--- config.mk ---
export PLATFORM = sky130hd
export DESIGN_NAME = vu_meter_peak_hold
export DESIGN_NICKNAME = d
export VERILOG_FILES = /design/src/vmph_pkg.sv /design/src/vmph_update.sv /design/src/vu_meter_peak_hold.sv
export SDC_FILE = /design/constraint.sdc
export NUM_CORES = 2
export LEC_CHECK = 0
export BUFFER_PORTS_ARGS = -buffer_cell sky130_fd_sc_hd__clkbuf_2
export CAP_MARGIN = 20
export CORE_UTILIZATION = 46
export CTS_BUF_LIST = sky130_fd_sc_hd__clkbuf_8
export DETAILED_ROUTE_END_ITERATION = 10
export HOLD_SLACK_MARGIN = 0.12
export PLACE_DENSITY = 0.7
export SETUP_SLACK_MARGIN = 0.1
export SLEW_MARGIN = 40
export SYNTH_ARGS = -nofsm -noshare
export SYNTH_HDL_FRONTEND = slang
export SYNTH_HIERARCHICAL = 1
export SYNTH_SLANG_ARGS = --single-unit
--- constraint.sdc ---
create_clock -name clk -period 12.7 [get_ports clk]
set_input_delay 2.54 -clock clk [delete_from_list [all_inputs] [get_ports clk]]
set_output_delay 2.54 -clock clk [all_outputs]
set_load 0.01 [all_outputs]
--- src/vmph_pkg.sv ---
`timescale 1ns / 1ps
`default_nettype none

package vmph_pkg;

  localparam int NUM_CHANNELS = 32;
  localparam int CH_IDX_W = (NUM_CHANNELS > 1) ? $clog2(NUM_CHANNELS) : 1;

  localparam logic [30:0] AGE_INACTIVE = 31'h7FFF_FFFF;
  localparam logic [9:0]  LEVEL_CAP    = 10'd192;
  localparam logic [8:0]  PEAK_FALL    = 9'd2;
  localparam logic [7:0]  BLINK_FULL   = 8'd255;

  localparam logic [7:0] HOLD_TICKS_RST       = 8'd30;
  localparam logic [7:0] BLINK_DECAY_RST      = 8'd8;
  localparam logic [7:0] RECENT_AGE_LIMIT_RST = 8'd3;

  typedef enum logic [1:0] {
    REG_HOLD_TICKS       = 2'd0,
    REG_BLINK_DECAY      = 2'd1,
    REG_RECENT_AGE_LIMIT = 2'd2
  } reg_idx_t;

  typedef struct packed {
    logic [7:0] hold_ticks;
    logic [7:0] blink_decay;
    logic [7:0] recent_age_limit;
  } cfg_t;

  typedef struct packed {
    logic signed [8:0] peak;
    logic [7:0]        hold;
    logic [7:0]        timer;
    logic [7:0]        blink;
  } chan_state_t;

endpackage

`default_nettype wire

--- src/vmph_update.sv ---
`timescale 1ns / 1ps
`default_nettype none

module vmph_update (
  input  vmph_pkg::cfg_t        cfg,
  input  logic [4:0]            channel,
  input  logic                  has_sample,
  input  logic                  period_nonzero,
  input  logic [7:0]            volume,
  input  logic [30:0]           age,
  input  vmph_pkg::chan_state_t st_cur,
  output vmph_pkg::chan_state_t st_next,
  output logic                  in_range
);
  import vmph_pkg::*;

  logic [9:0]        vol3;
  logic              active;
  logic [7:0]        level_u;
  logic signed [8:0] level_s;
  logic signed [8:0] pk;

  always_comb begin
    in_range = (int'(channel) < NUM_CHANNELS);
    vol3     = {2'b00, volume} + {1'b0, volume, 1'b0};
    active   = has_sample && period_nonzero && (volume != 8'd0) && (age != AGE_INACTIVE);
    if (!active) begin
      level_u = 8'd0;
    end else if (vol3 > LEVEL_CAP) begin
      level_u = LEVEL_CAP[7:0];
    end else begin
      level_u = vol3[7:0];
    end
    level_s = $signed({1'b0, level_u});

    // peak: jump up to the level, else fall while above zero (may reach -1)
    if (level_s > st_cur.peak) begin
      pk = level_s;
    end else if (st_cur.peak > 9'sd0) begin
      pk = st_cur.peak - $signed(PEAK_FALL);
    end else begin
      pk = st_cur.peak;
    end
    st_next.peak = pk;

    st_next.hold  = st_cur.hold;
    st_next.timer = st_cur.timer;
    if (pk > $signed({1'b0, st_cur.hold})) begin
      st_next.hold  = pk[7:0];
      st_next.timer = cfg.hold_ticks;
    end else if (st_cur.timer != 8'd0) begin
      st_next.timer = st_cur.timer - 8'd1;
    end else if (st_cur.hold != 8'd0) begin
      st_next.hold = st_cur.hold - 8'd1;
    end

    if (age < {23'd0, cfg.recent_age_limit}) begin
      st_next.blink = BLINK_FULL;
    end else if (st_cur.blink > cfg.blink_decay) begin
      st_next.blink = st_cur.blink - cfg.blink_decay;
    end else begin
      st_next.blink = 8'd0;
    end
  end

endmodule

`default_nettype wire

--- src/vu_meter_peak_hold.sv ---
`timescale 1ns / 1ps
`default_nettype none

// Per-channel VU meter with peak hold and activity light. One request per clock
// is taken in sustained flow while the output is not stalled; a result passes
// through the input register, then the result register that is loaded in the
// same edge that writes the channel's state back. The per-channel peak, hold,
// hold timer and light brightness live in flip-flops that the synchronous reset
// clears at once, so a request for the same channel may follow in the next cycle.
// Configuration sits at byte addresses 0 (hold_ticks), 4 (blink_decay) and
// 8 (recent_age_limit), low 8 bits of the data; write only while idle.
module vu_meter_peak_hold (
  input  logic        clk,
  input  logic        rst,
  input  logic        s_axis_tvalid,
  output logic        s_axis_tready,
  // channel[4:0], has_sample[5], period_nonzero[6], volume[14:7], age[45:15]
  input  logic [47:0] s_axis_tdata,
  output logic        m_axis_tvalid,
  input  logic        m_axis_tready,
  // channel_out[4:0], peak_level[13:5], hold_level[21:14], blink_level[29:22]
  output logic [31:0] m_axis_tdata,
  input  logic        psel,
  input  logic        penable,
  input  logic        pwrite,
  input  logic [3:0]  paddr,
  input  logic [31:0] pwdata,
  output logic [31:0] prdata,
  output logic        pready
);
  import vmph_pkg::*;

  cfg_t cfg;

  logic        s1_valid;
  logic [4:0]  s1_channel;
  logic        s1_has_sample;
  logic        s1_period_nonzero;
  logic [7:0]  s1_volume;
  logic [30:0] s1_age;

  logic out_free;
  logic s1_adv;

  logic signed [8:0] peak_store       [NUM_CHANNELS];
  logic [7:0]        hold_store       [NUM_CHANNELS];
  logic [7:0]        hold_timer_store [NUM_CHANNELS];
  logic [7:0]        blink_store      [NUM_CHANNELS];

  logic [CH_IDX_W-1:0] idx;
  chan_state_t         st_cur;
  chan_state_t         st_next;
  logic                in_range;

  logic [4:0]  res_channel;
  logic [8:0]  res_peak;
  logic [7:0]  res_hold;
  logic [7:0]  res_blink;

  // configuration port
  assign pready = 1'b1;

  always_ff @(posedge clk) begin
    if (rst) begin
      cfg.hold_ticks       <= HOLD_TICKS_RST;
      cfg.blink_decay      <= BLINK_DECAY_RST;
      cfg.recent_age_limit <= RECENT_AGE_LIMIT_RST;
    end else if (psel && penable && pwrite && pready) begin
      unique case (paddr[3:2])
        REG_HOLD_TICKS:       cfg.hold_ticks       <= pwdata[7:0];
        REG_BLINK_DECAY:      cfg.blink_decay      <= pwdata[7:0];
        REG_RECENT_AGE_LIMIT: cfg.recent_age_limit <= pwdata[7:0];
        default: ;
      endcase
    end
  end

  always_comb begin
    unique case (paddr[3:2])
      REG_HOLD_TICKS:       prdata = {24'd0, cfg.hold_ticks};
      REG_BLINK_DECAY:      prdata = {24'd0, cfg.blink_decay};
      REG_RECENT_AGE_LIMIT: prdata = {24'd0, cfg.recent_age_limit};
      default:              prdata = 32'd0;
    endcase
  end

  // flow control
  assign out_free      = !m_axis_tvalid || m_axis_tready;
  assign s1_adv        = s1_valid && out_free;
  assign s_axis_tready = !s1_valid || out_free;

  always_ff @(posedge clk) begin
    if (rst) begin
      s1_valid <= 1'b0;
    end else if (s_axis_tready) begin
      s1_valid <= s_axis_tvalid;
    end
  end

  always_ff @(posedge clk) begin
    if (s_axis_tvalid && s_axis_tready) begin
      s1_channel        <= s_axis_tdata[4:0];
      s1_has_sample     <= s_axis_tdata[5];
      s1_period_nonzero <= s_axis_tdata[6];
      s1_volume         <= s_axis_tdata[14:7];
      s1_age            <= s_axis_tdata[45:15];
    end
  end

  // channel state read
  assign idx = CH_IDX_W'(s1_channel);

  always_comb begin
    st_cur.peak  = peak_store[idx];
    st_cur.hold  = hold_store[idx];
    st_cur.timer = hold_timer_store[idx];
    st_cur.blink = blink_store[idx];
  end

  vmph_update u_update (
    .cfg            (cfg),
    .channel        (s1_channel),
    .has_sample     (s1_has_sample),
    .period_nonzero (s1_period_nonzero),
    .volume         (s1_volume),
    .age            (s1_age),
    .st_cur         (st_cur),
    .st_next        (st_next),
    .in_range       (in_range)
  );

  // state write-back, same edge as the result register
  always_ff @(posedge clk) begin
    if (rst) begin
      for (int i = 0; i < NUM_CHANNELS; i++) begin
        peak_store[i]       <= 9'sd0;
        hold_store[i]       <= 8'd0;
        hold_timer_store[i] <= 8'd0;
        blink_store[i]      <= 8'd0;
      end
    end else if (s1_adv && in_range) begin
      peak_store[idx]       <= st_next.peak;
      hold_store[idx]       <= st_next.hold;
      hold_timer_store[idx] <= st_next.timer;
      blink_store[idx]      <= st_next.blink;
    end
  end

  always_ff @(posedge clk) begin
    if (rst) begin
      m_axis_tvalid <= 1'b0;
    end else if (out_free) begin
      m_axis_tvalid <= s1_valid;
    end
  end

  always_ff @(posedge clk) begin
    if (s1_adv) begin
      res_channel <= s1_channel;
      // a channel outside the meter bank reports zero levels
      if (in_range) begin
        res_peak  <= st_next.peak;
        res_hold  <= st_next.hold;
        res_blink <= st_next.blink;
      end else begin
        res_peak  <= 9'd0;
        res_hold  <= 8'd0;
        res_blink <= 8'd0;
      end
    end
  end

  assign m_axis_tdata = {2'b00, res_blink, res_hold, res_peak, res_channel};

endmodule

`default_nettype wire

==> metrics.txt <==
status=finished clean; sw power=0.002755 W; RSZ-0062 raised after global routing=no; Synthesis Warnings=6; top-area cell type share of the netlist area=between 60% and 70%; fillers=9986; largest net degree at the start of global routing=120; routed vias/inst=~5.7; IO buf count=about 100; WL per Instance=24.41 um; Req. time, crit path=13.43 ns; P&R area growth vs syn=10.26%; Detailed Place HPWL=80240 um; most frequent cells in the layout=edfxtp_1 (1132), and2_1 (1083), mux2i_1 (547), clkbuf_8 (193), nand2_1 (143); Die Width=347.9 um; CTS tree=built; Yosys reg bits=between 1000 and 1500; sequential share of the synthesized area=a little over three fifths; DRC Markers=0; Period Utilization, post-route=63.76%; Post-synth EDFFs=1132; initial antenna violation count=8; Max Cap Viol=0; HP Class=reg -> reg; Synth area leader=edfxtp_1; Worst-path clk slew=approximately 0.060 ns; Final GP Congestion=0.8667; Main synth FF type=edfxtp_1; switch share=slightly above 30%; slew of the pin with the lowest slew margin=0.8936 ns; FMAX=~120 MHz; die height=about 350 um; Nets=4417; hold_buf cts=0; io pins=158; Core Region=118400 um2; drt first-iter violations=~3600; Worst slew margin=40.43%; vias in the first global route=33680; syn_area_per_cell=12.98 um2; setup tns final=0 ns; Setup-failing EPs final=0; Num CTS Buffers=186; GRT overflow=0; Routed WL=about 150000 um; CTS root buf=clkbuf_8; CTS max path bufs=3; commonest non-fill, non-tap cell in the layout=edfxtp_1; crit-path max FO=84; worst-path cell chain=buf_12, mux2i_1, a22o_1, nor3_1, a31oi_1, nand3_1, inv_1, ha_1, a211oi_1, a41oi_2, a21oi_1, mux2_2, ha_1, nand4_1, nor2_1, o31ai_2, nand2b_2, mux2_2, and2_1; Period minus WS final=8.097 ns; synthesized area=55030 um2; Lkg Pwr=23.76 nW; Cells after Synth=4240; PostCTS Resize Cnt=0; setup bufs post-CTS=0; Int Pwr=0.006265 W; Final Core Density=about half; critical path startpoint category=flip-flop; Critical Path End Type=flip-flop; Clk Latency, worst-skew pair=0.88 ns; vias=34290; Seq pwr share=48.8%; Netlist cell types=70; die footprint=121000 um2; Crit path largest cell delay=0.87 ns; Worst Skew=about 0.047 ns; combinational share of power=between 10% and 20%; Hold Vio Cnt, Final=0; kind of critical path=reg -> reg; synth top area cells=edfxtp_1 (62%), and2_1 (12%), mux2i_1 (9.9%); FP Rows=126; global-route wire length before repair=214600 um; fraction of layout cells with a size suffix above 1=12.58%; htree depth=4; crit path DAT=8.82 ns; clk sinks=between 1000 and 1500; P per Cell Area=148.7 nW/um2; detailed-router iteration count before antenna repair=5; Worst IR Drop VDD=0.1057 mV; asr flop ratio synth=0%; Post-DRT Antenna Nets=0; clock power share=33.1%; initial core utilization=46.48%; gr usage total=23.99%; CP max-delay cell=dfxtp_4; fin. max-slew vios=0
-- flip-flops by register name (all words and copies together) (netlist names), named ones only --
name	flops
res_channel	5
blink_store	256
peak_store	288
m_axis_tvalid	1
hold_timer_store	256
s1_valid	1
res_blink	8
res_hold	8
hold_store	256
s1_has_sample	1
cfg	24
s1_age	31
s1_volume	8
s1_period_nonzero	1
res_peak	9
idx	5
-- cells by family after synthesis --
kind of cell             Yosys count  share of synthesized area, %
AO/OA/AOI/OAI                    425                         5.263
multiplexers                     564                         10.30
buffers and inverters            429                         3.258
other                              3                       0.02046
XOR/XNOR                          14                        0.2228
adder cells (fa/ha/maj)           51                         1.187
flip-flops                      1163                         62.90
AND/OR/NAND/NOR                 1591                         16.85
-- worst max-delay path, delay by kind of cell (launching register included) --
family | cells | cell delay (ns)
buffers and inverters | 2 | 0.63
adder cells (fa/ha/maj) | 2 | 0.73
AO/OA/AOI/OAI | 6 | 2.18
multiplexers | 3 | 1.79
AND/OR/NAND/NOR | 6 | 1.57
flip-flops | 1 | 0.87
-- per-stage QoR --
step	setup slack (ns)	area [um2]	hold slack (ns)	instances	power (W)
4_1_cts	4.270	60560	0.4766	6017	0.009020
3_3_place_gp	3.684	57020	0.4634	5682	0.006029
3_5_place_dp	4.315	57150	0.4667	5684	0.006074
5_1_grt	4.317	60670	0.5137	6021	0.009328
6_report	4.603	60680	0.4795	6022	0.009020
2_1_floorplan	6.056	55130	0.4490	4265	0.005444
-- layout make-up --
class                   instances  area (um2)  area share, %
clock inverters               140       744.5          1.227
clock buffers                 193        2656          4.378
flip-flops and latches       1163       34620          57.05
inverters                      53       198.9         0.3279
repair buffers                198        1394          2.297
well taps                    1600        2002          3.299
multi-input cells            2673       19060          31.41
diodes                          2       5.005       0.008248
-- worst paths after layout --
kind | slack, ns | from | end | cells after the start
setup reg to reg | 4.60 | flip-flop | hold_store[24][7] | 19
hold reg to reg | 0.48 | cfg[9] | cfg[9] | 2
hold / removal | 0.48 | cfg[9] | cfg[9] | 2
setup / recovery | 4.60 | flip-flop | hold_store[24][7] | 19
-- cell usage after synthesis (all sizes together) (46+ instances only) --
cell    instances
a21oi         127
a22o           66
a22oi         101
and2         1084
buf           107
clkbuf        269
edfxtp       1132
ha             49
inv            53
mux2i         547
nand2         143
nand3         121
nor2           73
nor3           46
-- power by group through the flow --
stage	registers, W	clock network, W	logic [W]
floorplan	0.00446	0	0.000981
global placement	0.00448	0	0.00155
detailed placement	0.00448	0	0.00159
CTS	0.00440	0.00302	0.00160
global route	0.00441	0.00318	0.00173
finish	0.00440	0.00298	0.00163
-- routing by layer --
metal | wire length [um] | track usage (%)
met1 | 61930 | 33.05
met3 | 13030 | 4.841
met4 | 3836 | 7.687
met5 | 0 | 0
met2 | 68230 | 38.08
Note: power is estimated with default switching activity, not from simulation.
